==> config.mk <==
export PLATFORM = sky130hd
export DESIGN_NAME = utf8_stream_validator
export DESIGN_NICKNAME = d
export VERILOG_FILES = /design/src/rtl/core/usv_pkg.sv /design/src/rtl/core/usv_front.sv /design/src/rtl/core/usv_queue.sv /design/src/rtl/core/usv_back.sv /design/src/rtl/core/utf8_stream_validator.sv
export VERILOG_INCLUDE_DIRS = /design/src /design/src/rtl/core
export SDC_FILE = /design/constraint.sdc
export NUM_CORES = 1
export LEC_CHECK = 0
export ABC_AREA = 1
export CAP_MARGIN = 20
export CELL_PAD_IN_SITES_DETAIL_PLACEMENT = 1
export CELL_PAD_IN_SITES_GLOBAL_PLACEMENT = 1
export CORE_MARGIN = 2
export CORE_UTILIZATION = 40
export DETAILED_ROUTE_END_ITERATION = 8
export DONT_BUFFER_PORTS = 1
export PLACE_DENSITY = 0.7
export SYNTH_ARGS = -nofsm -noshare
export SYNTH_HDL_FRONTEND = slang
export SYNTH_SLANG_ARGS = --single-unit
==> constraint.sdc <==
create_clock -name aclk -period 4 [get_ports aclk]
set_input_delay 0.2 -clock aclk [delete_from_list [all_inputs] [get_ports aclk]]
set_output_delay 0.2 -clock aclk [all_outputs]
set_load 0.005 [all_outputs]
==> src/rtl/core/assert_macros.svh <==
// assertion helpers for the rtl, included by usv_back
// every user has aclk and aresetn in scope
`ifndef ASSERT_MACROS_SVH
`define ASSERT_MACROS_SVH

// condition must hold at every edge outside reset
`define USV_ASSERT_ALWAYS(label, cond, msg) \
    label: assert property (@(posedge aclk) disable iff (!aresetn) (cond)) \
        else $error(msg);

// consequent must hold in the cycle after the antecedent
`define USV_ASSERT_NEXT(label, ante, cons, msg) \
    label: assert property (@(posedge aclk) disable iff (!aresetn) (ante) |=> (cons)) \
        else $error(msg);

`endif

==> src/rtl/core/usv_pkg.sv <==
package usv_pkg;

    // byte counter width; reported length saturates at 16 bits
    localparam int LENGTH_BITS = 16;
    localparam int LEN_OUT_W   = 16;
    localparam int POINT_W     = 21;

    // queue between classifier and decoder
    localparam int QUEUE_DEPTH = 2;
    localparam int QPTR_W      = (QUEUE_DEPTH > 1) ? $clog2(QUEUE_DEPTH) : 1;
    localparam int QCNT_W      = $clog2(QUEUE_DEPTH + 1);

    localparam logic [POINT_W-1:0] INVALID_POINT = 21'h110000;

    // byte classes found by the front end
    typedef enum logic [2:0] {
        CLS_ASCII = 3'd0,
        CLS_CONT  = 3'd1,
        CLS_LEAD2 = 3'd2,
        CLS_LEAD3 = 3'd3,
        CLS_LEAD4 = 3'd4,
        CLS_BAD   = 3'd5
    } byte_class_t;

    // classified word carried through the queue
    typedef struct packed {
        byte_class_t cls;
        logic [6:0]  bits;
        logic        last;
    } byte_word_t;

    // write side of the queue
    typedef struct packed {
        logic       push;
        byte_word_t word;
    } queue_wr_t;

    // read side status of the queue
    typedef struct packed {
        logic       not_empty;
        byte_word_t word;
    } queue_rd_t;

endpackage

==> src/rtl/core/usv_front.sv <==
module usv_front
    import usv_pkg::*;
(
    input  logic       s_valid,
    output logic       s_ready,
    input  logic [7:0] s_data_byte,
    input  logic       s_end_of_string,
    input  logic       queue_full,
    output queue_wr_t  queue_wr
);

    byte_class_t cls;

    // byte class from the lead bits
    always_comb begin
        unique case (s_data_byte) inside
            [8'h00:8'h7F]: cls = CLS_ASCII;
            [8'h80:8'hBF]: cls = CLS_CONT;
            [8'hC0:8'hDF]: cls = CLS_LEAD2;
            [8'hE0:8'hEF]: cls = CLS_LEAD3;
            [8'hF0:8'hF7]: cls = CLS_LEAD4;
            default:       cls = CLS_BAD;
        endcase
    end

    // accept a word whenever the queue has room
    assign s_ready             = !queue_full;
    assign queue_wr.push       = s_valid && !queue_full;
    assign queue_wr.word.cls   = cls;
    assign queue_wr.word.bits  = s_data_byte[6:0];
    assign queue_wr.word.last  = s_end_of_string;

endmodule

==> src/rtl/core/usv_queue.sv <==
module usv_queue
    import usv_pkg::*;
(
    input  logic      aclk,
    input  logic      aresetn,
    input  queue_wr_t queue_wr,
    output logic      queue_full,
    input  logic      pop,
    output queue_rd_t queue_rd
);

    byte_word_t        mem_reg [QUEUE_DEPTH];
    logic [QPTR_W-1:0] wr_ptr_reg, wr_ptr_next;
    logic [QPTR_W-1:0] rd_ptr_reg, rd_ptr_next;
    logic [QCNT_W-1:0] count_reg, count_next;

    // pointer and fill count update
    always_comb begin
        wr_ptr_next = wr_ptr_reg;
        rd_ptr_next = rd_ptr_reg;
        count_next  = count_reg;
        if (queue_wr.push) begin
            wr_ptr_next = (wr_ptr_reg == QPTR_W'(QUEUE_DEPTH - 1)) ? '0 : wr_ptr_reg + 1'b1;
        end
        if (pop) begin
            rd_ptr_next = (rd_ptr_reg == QPTR_W'(QUEUE_DEPTH - 1)) ? '0 : rd_ptr_reg + 1'b1;
        end
        if (queue_wr.push && !pop) begin
            count_next = count_reg + 1'b1;
        end else if (pop && !queue_wr.push) begin
            count_next = count_reg - 1'b1;
        end
    end

    always_ff @(posedge aclk) begin
        if (!aresetn) begin
            wr_ptr_reg <= '0;
            rd_ptr_reg <= '0;
            count_reg  <= '0;
        end else begin
            wr_ptr_reg <= wr_ptr_next;
            rd_ptr_reg <= rd_ptr_next;
            count_reg  <= count_next;
        end
    end

    // storage
    always_ff @(posedge aclk) begin
        if (queue_wr.push) begin
            mem_reg[wr_ptr_reg] <= queue_wr.word;
        end
    end

    assign queue_full         = (count_reg == QCNT_W'(QUEUE_DEPTH));
    assign queue_rd.not_empty = (count_reg != '0);
    assign queue_rd.word      = mem_reg[rd_ptr_reg];

endmodule

==> src/rtl/core/usv_back.sv <==
`include "assert_macros.svh"

module usv_back
    import usv_pkg::*;
(
    input  logic                 aclk,
    input  logic                 aresetn,
    input  queue_rd_t            queue_rd,
    output logic                 pop,
    output logic                 m_valid,
    input  logic                 m_ready,
    output logic                 m_point_ready,
    output logic [POINT_W-1:0]   m_code_point,
    output logic                 m_error_here,
    output logic                 m_string_done,
    output logic                 m_string_valid,
    output logic [LEN_OUT_W-1:0] m_valid_length
);

    // decoder state
    logic [POINT_W-1:0]     partial_point_reg, partial_point_next;
    logic [1:0]             bytes_pending_reg, bytes_pending_next;
    logic                   error_seen_reg, error_seen_next;
    logic [LENGTH_BITS-1:0] byte_count_reg, byte_count_next;
    logic [LENGTH_BITS-1:0] error_length_reg, error_length_next;

    // output register
    logic                 m_valid_reg;
    logic                 point_ready_reg, point_ready_next;
    logic [POINT_W-1:0]   code_point_reg, code_point_next;
    logic                 error_here_reg, error_here_next;
    logic                 string_done_reg;
    logic                 string_valid_reg, string_valid_next;
    logic [LEN_OUT_W-1:0] valid_length_reg, valid_length_next;

    byte_word_t             w;
    logic [LENGTH_BITS-1:0] count_inc;
    logic [1:0]             pend_dec;
    logic [POINT_W-1:0]     merged;
    logic                   err;
    logic                   ready;
    logic [POINT_W-1:0]     point;
    logic [LENGTH_BITS-1:0] len;
    logic [31:0]            len_wide;

    assign w   = queue_rd.word;
    assign pop = queue_rd.not_empty && (!m_valid_reg || m_ready);

    // saturating byte count
    assign count_inc = (byte_count_reg != '1) ? byte_count_reg + 1'b1 : byte_count_reg;
    assign pend_dec  = bytes_pending_reg - 1'b1;

    // continuation bits placed by the count still left after this byte
    always_comb begin
        case (pend_dec)
            2'd2:    merged = partial_point_reg | (POINT_W'(w.bits[5:0]) << 12);
            2'd1:    merged = partial_point_reg | (POINT_W'(w.bits[5:0]) << 6);
            default: merged = partial_point_reg | POINT_W'(w.bits[5:0]);
        endcase
    end

    // decode step for one word
    always_comb begin
        partial_point_next = partial_point_reg;
        bytes_pending_next = bytes_pending_reg;
        error_seen_next    = error_seen_reg;
        byte_count_next    = count_inc;
        error_length_next  = error_length_reg;
        err                = 1'b0;
        ready              = 1'b0;
        point              = '0;

        if (!error_seen_reg) begin
            if (bytes_pending_reg == 2'd0) begin
                unique case (w.cls)
                    CLS_ASCII: begin
                        ready = 1'b1;
                        point = POINT_W'(w.bits);
                    end
                    CLS_LEAD2: begin
                        partial_point_next = POINT_W'(w.bits[4:0]) << 6;
                        bytes_pending_next = 2'd1;
                    end
                    CLS_LEAD3: begin
                        partial_point_next = POINT_W'(w.bits[3:0]) << 12;
                        bytes_pending_next = 2'd2;
                    end
                    CLS_LEAD4: begin
                        partial_point_next = POINT_W'(w.bits[2:0]) << 18;
                        bytes_pending_next = 2'd3;
                    end
                    default: begin
                        err = 1'b1;
                    end
                endcase
            end else if (w.cls != CLS_CONT) begin
                err = 1'b1;
            end else begin
                bytes_pending_next = pend_dec;
                partial_point_next = merged;
                if (pend_dec == 2'd0) begin
                    if (merged == INVALID_POINT) begin
                        err = 1'b1;
                    end else begin
                        ready = 1'b1;
                        point = merged;
                    end
                end
            end

            // string ends inside a sequence
            if (!err && w.last && bytes_pending_next != 2'd0) begin
                err = 1'b1;
            end
            if (err) begin
                error_seen_next    = 1'b1;
                error_length_next  = count_inc;
                bytes_pending_next = 2'd0;
                partial_point_next = '0;
                ready              = 1'b0;
                point              = '0;
            end
        end

        point_ready_next = ready;
        code_point_next  = point;
        error_here_next  = err;

        // verdict and length at string end
        len               = error_seen_next ? error_length_next : byte_count_next;
        len_wide          = 32'(len);
        string_valid_next = 1'b0;
        valid_length_next = '0;
        if (w.last) begin
            string_valid_next  = !error_seen_next;
            valid_length_next  = (len_wide > 32'(16'hFFFF)) ? '1 : len_wide[LEN_OUT_W-1:0];
            partial_point_next = '0;
            bytes_pending_next = 2'd0;
            error_seen_next    = 1'b0;
            byte_count_next    = '0;
            error_length_next  = '0;
        end
    end

    // state update
    always_ff @(posedge aclk) begin
        if (!aresetn) begin
            partial_point_reg <= '0;
            bytes_pending_reg <= 2'd0;
            error_seen_reg    <= 1'b0;
            byte_count_reg    <= '0;
            error_length_reg  <= '0;
        end else if (pop) begin
            partial_point_reg <= partial_point_next;
            bytes_pending_reg <= bytes_pending_next;
            error_seen_reg    <= error_seen_next;
            byte_count_reg    <= byte_count_next;
            error_length_reg  <= error_length_next;
        end
    end

    // output valid
    always_ff @(posedge aclk) begin
        if (!aresetn) begin
            m_valid_reg <= 1'b0;
        end else if (pop) begin
            m_valid_reg <= 1'b1;
        end else if (m_ready) begin
            m_valid_reg <= 1'b0;
        end
    end

    // output payload
    always_ff @(posedge aclk) begin
        if (pop) begin
            point_ready_reg  <= point_ready_next;
            code_point_reg   <= code_point_next;
            error_here_reg   <= error_here_next;
            string_done_reg  <= w.last;
            string_valid_reg <= string_valid_next;
            valid_length_reg <= valid_length_next;
        end
    end

    assign m_valid        = m_valid_reg;
    assign m_point_ready  = point_ready_reg;
    assign m_code_point   = code_point_reg;
    assign m_error_here   = error_here_reg;
    assign m_string_done  = string_done_reg;
    assign m_string_valid = string_valid_reg;
    assign m_valid_length = valid_length_reg;

    // checks
    `USV_ASSERT_ALWAYS(a_err_clears_pending, !error_seen_reg || bytes_pending_reg == 2'd0, "pending after error")
    `USV_ASSERT_ALWAYS(a_point_xor_err, !m_valid_reg || !(point_ready_reg && error_here_reg), "point and error together")
    `USV_ASSERT_ALWAYS(a_valid_at_end, !(m_valid_reg && string_valid_reg) || (string_done_reg && !error_here_reg), "bad verdict")
    `USV_ASSERT_NEXT(a_end_clears, pop && w.last, byte_count_reg == '0 && !error_seen_reg && bytes_pending_reg == 2'd0, "state kept past string end")

endmodule

==> src/rtl/core/utf8_stream_validator.sv <==
// channel | ports                                  | direction
// --------+----------------------------------------+----------
// input   | s_valid s_ready s_data_byte            | in
//         | s_end_of_string                        |
// result  | m_valid m_ready m_point_ready          | out
//         | m_code_point m_error_here m_string_done|
//         | m_string_valid m_valid_length          |
//
// one word in and one word out per clock sustained while m_ready stays high;
// an accepted word is written into the queue, then decoded into the output
// register, which raises m_valid
// the decoder update is a loop over the registered per-string state
// synchronous active-low reset empties the queue and clears decoder and output valid
// a two-word queue lets the input keep taking words while the output is stalled
// s_ready drops only when the queue is full
module utf8_stream_validator
    import usv_pkg::*;
(
    input  logic                 aclk,
    input  logic                 aresetn,
    input  logic                 s_valid,
    output logic                 s_ready,
    input  logic [7:0]           s_data_byte,
    input  logic                 s_end_of_string,
    output logic                 m_valid,
    input  logic                 m_ready,
    output logic                 m_point_ready,
    output logic [POINT_W-1:0]   m_code_point,
    output logic                 m_error_here,
    output logic                 m_string_done,
    output logic                 m_string_valid,
    output logic [LEN_OUT_W-1:0] m_valid_length
);

    queue_wr_t queue_wr;
    queue_rd_t queue_rd;
    logic      queue_full;
    logic      pop;

    // classify incoming bytes
    usv_front u_front (
        .s_valid         (s_valid),
        .s_ready         (s_ready),
        .s_data_byte     (s_data_byte),
        .s_end_of_string (s_end_of_string),
        .queue_full      (queue_full),
        .queue_wr        (queue_wr)
    );

    // decoupling queue
    usv_queue u_queue (
        .aclk       (aclk),
        .aresetn    (aresetn),
        .queue_wr   (queue_wr),
        .queue_full (queue_full),
        .pop        (pop),
        .queue_rd   (queue_rd)
    );

    // decode and report
    usv_back u_back (
        .aclk           (aclk),
        .aresetn        (aresetn),
        .queue_rd       (queue_rd),
        .pop            (pop),
        .m_valid        (m_valid),
        .m_ready        (m_ready),
        .m_point_ready  (m_point_ready),
        .m_code_point   (m_code_point),
        .m_error_here   (m_error_here),
        .m_string_done  (m_string_done),
        .m_string_valid (m_string_valid),
        .m_valid_length (m_valid_length)
    );

endmodule

==> impl_metrics.prom <==
# TYPE chip_impl_metric gauge
chip_impl_info{name="run_status",value="finished, final reports clean"} 1
chip_impl_metric{name="fin_worst_skew",unit="ns"} 0.00916
chip_impl_metric{name="post_synth_inst_count",unit=""} 845
chip_impl_metric{name="synth.lib_cells_used.distinct",unit=""} 39
chip_impl_metric{name="first_global_vias",unit=""} 5673
chip_impl_metric{name="timing.final.setup_violations",unit=""} 0
chip_impl_metric{name="finalHoldViolations",unit=""} 0
chip_impl_info{name="timing.hold.worst.start",value="m_ready"} 1
chip_impl_metric{name="synth.cell_area",unit="µm²"} 6380
chip_impl_metric{name="grt_antenna_before_repair",unit=""} 1
chip_impl_metric{name="share_clk_of_total_power",unit="%"} 25.3
chip_impl_metric{name="seqCellArea",unit="µm²"} 3130
chip_impl_metric{name="die_width",unit="µm"} 130
chip_impl_metric{name="power_frac_comb",unit="%"} 39.6
chip_impl_info{name="worstSetupPathType",value="flip-flop to flip-flop"} 1
chip_impl_metric{name="dr_total_vias",unit=""} 5461
chip_impl_info{name="min_to",value="u_back.m_valid"} 1
chip_impl_info{name="rsz0062_at_grt",value="no"} 1
chip_impl_metric{name="reg2reg_slack",unit="ns"} 0.53
chip_impl_metric{name="post_cts_resized",unit=""} 0
chip_impl_info{name="crit_chain",value="inv_1 -> ha_1 -> o21ai_1 -> o21ai_0 -> nand2_1 -> nand2_1 -> nor2_1 -> nand4_1 -> nand2_1 -> nand2_2 -> nand3_2 -> nand2_4 -> inv_2 -> o21ai_0 -> nor2_1"} 1
chip_impl_metric{name="critical_path_peak_fanout",unit=""} 19
chip_impl_metric{name="cts_max_path_buffers",unit=""} 2
chip_impl_info{name="worst_hold_path_type",value="input port to flip-flop"} 1
chip_impl_metric{name="remaining_drc_errors",unit=""} 0
chip_impl_info{name="regToRegStartpoint",value="u_back.bytes_pending_reg[0]"} 1
chip_impl_metric{name="worst_ep_arrival_time",unit="ns"} 3.82
chip_impl_metric{name="dp_hpwl",unit="µm"} 13000
chip_impl_info{name="start_kind",value="flip-flop"} 1
chip_impl_metric{name="max_clock_freq",unit="MHz"} 288
chip_impl_metric{name="cp_slowest_stage_delay",unit="ns"} 0.47
chip_impl_metric{name="grt_overflow_total",unit=""} 0
chip_impl_metric{name="clk_pin_slew_worst_paths",unit="ns"} 0.05
chip_impl_metric{name="synth-warning-count",unit=""} 0
chip_impl_info{name="clock_tree_from_tritoncts",value="yes"} 1
chip_impl_metric{name="die_area",unit="µm²"} 17000
chip_impl_metric{name="post_synth.cell_area_avg",unit="µm²"} 7.55
chip_impl_metric{name="ys_seq_area_share",unit="%"} 49.1
chip_impl_metric{name="yosys_register_bits",unit=""} 125
chip_impl_metric{name="p_leak",unit="nW"} 2.97
chip_impl_metric{name="finalCoreUtilization",unit="%"} 45.8
chip_impl_metric{name="setup_tns",unit="ns"} 0
chip_impl_metric{name="multiInputGateArea",unit="µm²"} 2660
chip_impl_metric{name="layout-drive-gt1-share",unit="%"} 7.64
chip_impl_metric{name="dr.pass1.iters",unit=""} 4
chip_impl_info{name="reg2reg_to",value="u_back.partial_point_reg[7]"} 1
chip_impl_metric{name="final.period_utilization",unit="%"} 86.8
chip_impl_metric{name="min_path_cells",unit=""} 3
chip_impl_metric{name="grt_util_all_layers",unit="%"} 23.1
chip_impl_info{name="cp_slowest_cell",value="sky130_fd_sc_hd__dfxtp_1"} 1
chip_impl_metric{name="clock_sinks",unit=""} 125
chip_impl_metric{name="fin_nets",unit=""} 871
chip_impl_metric{name="ctsHtreeMaxLevel",unit=""} 4
chip_impl_metric{name="largest_register_ffs",unit=""} 22
chip_impl_metric{name="initial_util",unit="%"} 40.6
chip_impl_metric{name="post_drt_via_cell_ratio",unit=""} 5.06
chip_impl_metric{name="floorplan.io_pins",unit=""} 56
chip_impl_metric{name="grt_start_max_net_pins",unit=""} 46
chip_impl_metric{name="clk_latency",unit="ns"} 0.43
chip_impl_info{name="worst_path_dominant_cell_family",value="simple AND/OR/NAND/NOR gates"} 1
chip_impl_metric{name="p_switching",unit="mW"} 2.49
chip_impl_metric{name="area_growth",unit="%"} 12.8
chip_impl_metric{name="numCtsBuffers",unit=""} 17
chip_impl_metric{name="fillCellCount",unit=""} 1955
chip_impl_metric{name="postCtsSetupBuffers",unit=""} 0
chip_impl_metric{name="core_region_area",unit="µm²"} 15700
chip_impl_metric{name="placement.io_buffers",unit=""} 0
chip_impl_metric{name="postSynthNetCount",unit=""} 865
chip_impl_metric{name="grt_first_pass_wirelength",unit="µm"} 30000
chip_impl_metric{name="timing.final.max_slew_violations",unit=""} 0
chip_impl_metric{name="first_iter_violations",unit=""} 341
chip_impl_metric{name="antenna_cells_inserted",unit=""} 0
chip_impl_metric{name="maxCapViolCount",unit=""} 0
chip_impl_metric{name="period_needed",unit="ns"} 3.47
chip_impl_info{name="timing.critical_path.to_type",value="flip-flop"} 1
chip_impl_info{name="cell_with_the_most_instances_on_the_worst_path",value="sky130_fd_sc_hd__nand2_1"} 1
chip_impl_metric{name="timing.max_slew.rel_slack",unit="%"} 34.7
chip_impl_metric{name="share_seq_of_total_power",unit="%"} 35.1
chip_impl_metric{name="worst_pin_slew",unit="ns"} 0.976
chip_impl_metric{name="irDropWorstVdd",unit="V"} 0.000371
chip_impl_metric{name="fp.dieH",unit="µm"} 130
chip_impl_metric{name="post_drt_wl_per_cell",unit="µm"} 17.0
chip_impl_metric{name="critical_path_buf_inv_count",unit=""} 2
chip_impl_metric{name="antenna_left",unit=""} 0
chip_impl_metric{name="critical_path_required",unit="ns"} 4.35
chip_impl_metric{name="postRouteWirelength",unit="µm"} 18400
chip_impl_metric{name="internal_dissipation",unit="mW"} 3.21
chip_impl_metric{name="fp-row-count",unit=""} 46
chip_impl_metric{name="power_density",unit="nW/µm²"} 790
chip_impl_metric{name="rr_worst_depth",unit=""} 15
chip_impl_info{name="clk_root_buffer_cell",value="sky130_fd_sc_hd__clkbuf_16"} 1
chip_impl_metric{name="power_switching_share",unit="%"} 43.7
chip_impl_metric{name="gp_congestion",unit=""} 0.947
[final cells by class]
| class | instances | area share [%] |
|---|---|---|
| multi-input cells | 570 | 37.0 |
| repair buffers | 14 | 1.77 |
| clock inverters | 12 | 1.34 |
| clock buffers | 20 | 6.20 |
| flip-flops and latches | 125 | 43.5 |
| inverters | 123 | 6.48 |
| well taps | 216 | 3.75 |
[layer usage]
layer	routed length, µm	track usage [%]
met3	728	4.59
met4	325	8.64
met2	8180	35.7
met1	9120	32.3
met5	11	0
[logic make-up after synthesis]
family                   after synthesis  share of synthesized area [%]
AO/OA/AOI/OAI                        131                           10.7
XOR/XNOR                              10                           1.37
adder cells (fa/ha/maj)                7                           1.37
buffers and inverters                150                           9.39
flip-flops                           125                           49.1
AND/OR/NAND/NOR                      422                           28.1
[cell usage in the layout (no fill, tap or decap), types with 2 or more instances in the layout]
cell                            count
sky130_fd_sc_hd__nand4_1           15
sky130_fd_sc_hd__nand2_4            3
sky130_fd_sc_hd__ha_1               7
sky130_fd_sc_hd__o21ai_0           48
sky130_fd_sc_hd__nor3_1            10
sky130_fd_sc_hd__clkinv_1           2
sky130_fd_sc_hd__nor2_2             3
sky130_fd_sc_hd__inv_1            113
sky130_fd_sc_hd__nor2_1           119
sky130_fd_sc_hd__a31oi_1            2
sky130_fd_sc_hd__edfxtp_1          63
sky130_fd_sc_hd__buf_4              5
sky130_fd_sc_hd__dfxtp_1           62
sky130_fd_sc_hd__clkinvlp_4         3
sky130_fd_sc_hd__dlygate4sd3_1      9
sky130_fd_sc_hd__inv_2              7
sky130_fd_sc_hd__o21ai_2            2
sky130_fd_sc_hd__o21ai_1            9
sky130_fd_sc_hd__nor4_1             2
sky130_fd_sc_hd__xor2_1             9
sky130_fd_sc_hd__nand3_1           53
sky130_fd_sc_hd__nand2_2            9
sky130_fd_sc_hd__clkbuf_16         17
sky130_fd_sc_hd__nand2_1          203
sky130_fd_sc_hd__clkinv_2           5
sky130_fd_sc_hd__inv_4              3
sky130_fd_sc_hd__clkbuf_1           2
sky130_fd_sc_hd__a21oi_1           63
[synth_stat cells, drive strengths merged]
cell,number,area share [%]
nand2,215,13
nor2,124,7.8
inv,122,7.3
a21oi,65,5.2
edfxtp,63,30
dfxtp,62,19
o21ai,59,4.7
nand3,54,4.3
clkbuf,16,0.94
nand4,15,1.5
buf,11,1.1
nor3,10,0.78
xor2,9,1.2
ha,7,1.4
a31oi,2,0.20
nor4,2,0.20
a21boi,1,0.12
a22oi,1,0.12
a41oi,1,0.14
clkinv,1,0.059
nand3b,1,0.12
o22ai,1,0.098
o31ai,1,0.12
or2,1,0.098
xnor2,1,0.14
[worst max-delay path by stage]
stage	cells past startpoint	slack (ns)	from	end
CTS	15	0.61	u_back.bytes_pending_reg[0]	u_back.m_code_point[1]
global route	15	0.13	u_back.bytes_pending_reg[0]	u_back.partial_point_reg[7]
floorplan	5	1.49	u_queue.count_reg[0]	flip-flop
global placement	15	0.71	u_back.bytes_pending_reg[0]	u_back.m_code_point[1]
detailed placement	15	0.63	u_back.bytes_pending_reg[0]	u_back.m_code_point[1]
finish	15	0.53	u_back.bytes_pending_reg[0]	u_back.partial_point_reg[7]
[power groups by stage]
stage                     clock, mW  combinational (mW)  sequential [mW]
after floorplan                   0                1.66             1.97
after global placement            0                2.16             2.02
after detailed placement          0                2.22             2.03
after CTS                      1.46                2.25             2.01
after global routing           1.52                2.55             2.06
final                          1.44                2.25             2.00
[through the flow]
step	setup slack, ns	std cells	hold slack [ns]	power (mW)	area, µm²
after floorplan	1.49	845	0.299	3.62	6380
after global placement	0.708	1039	0.299	4.18	6570
after detailed placement	0.630	1039	0.299	4.25	6570
after CTS	0.605	1080	0.00827	5.72	7200
after global routing	0.131	1080	0.0431	6.12	7200
final	0.529	1080	0.0164	5.69	7200
[worst min-delay path: stages]
cell and delay (ns):
sky130_fd_sc_hd__nor2_1 0.05, sky130_fd_sc_hd__nor2_1 0.10, sky130_fd_sc_hd__nor2_1 0.04
[timing repair]
action                                  in CTS  in global routing
hold buffers                                 9                  0
endpoints found under the hold margin       43                  0
endpoints found under the setup margin       0                  0
(Power assumes the default switching activity.)
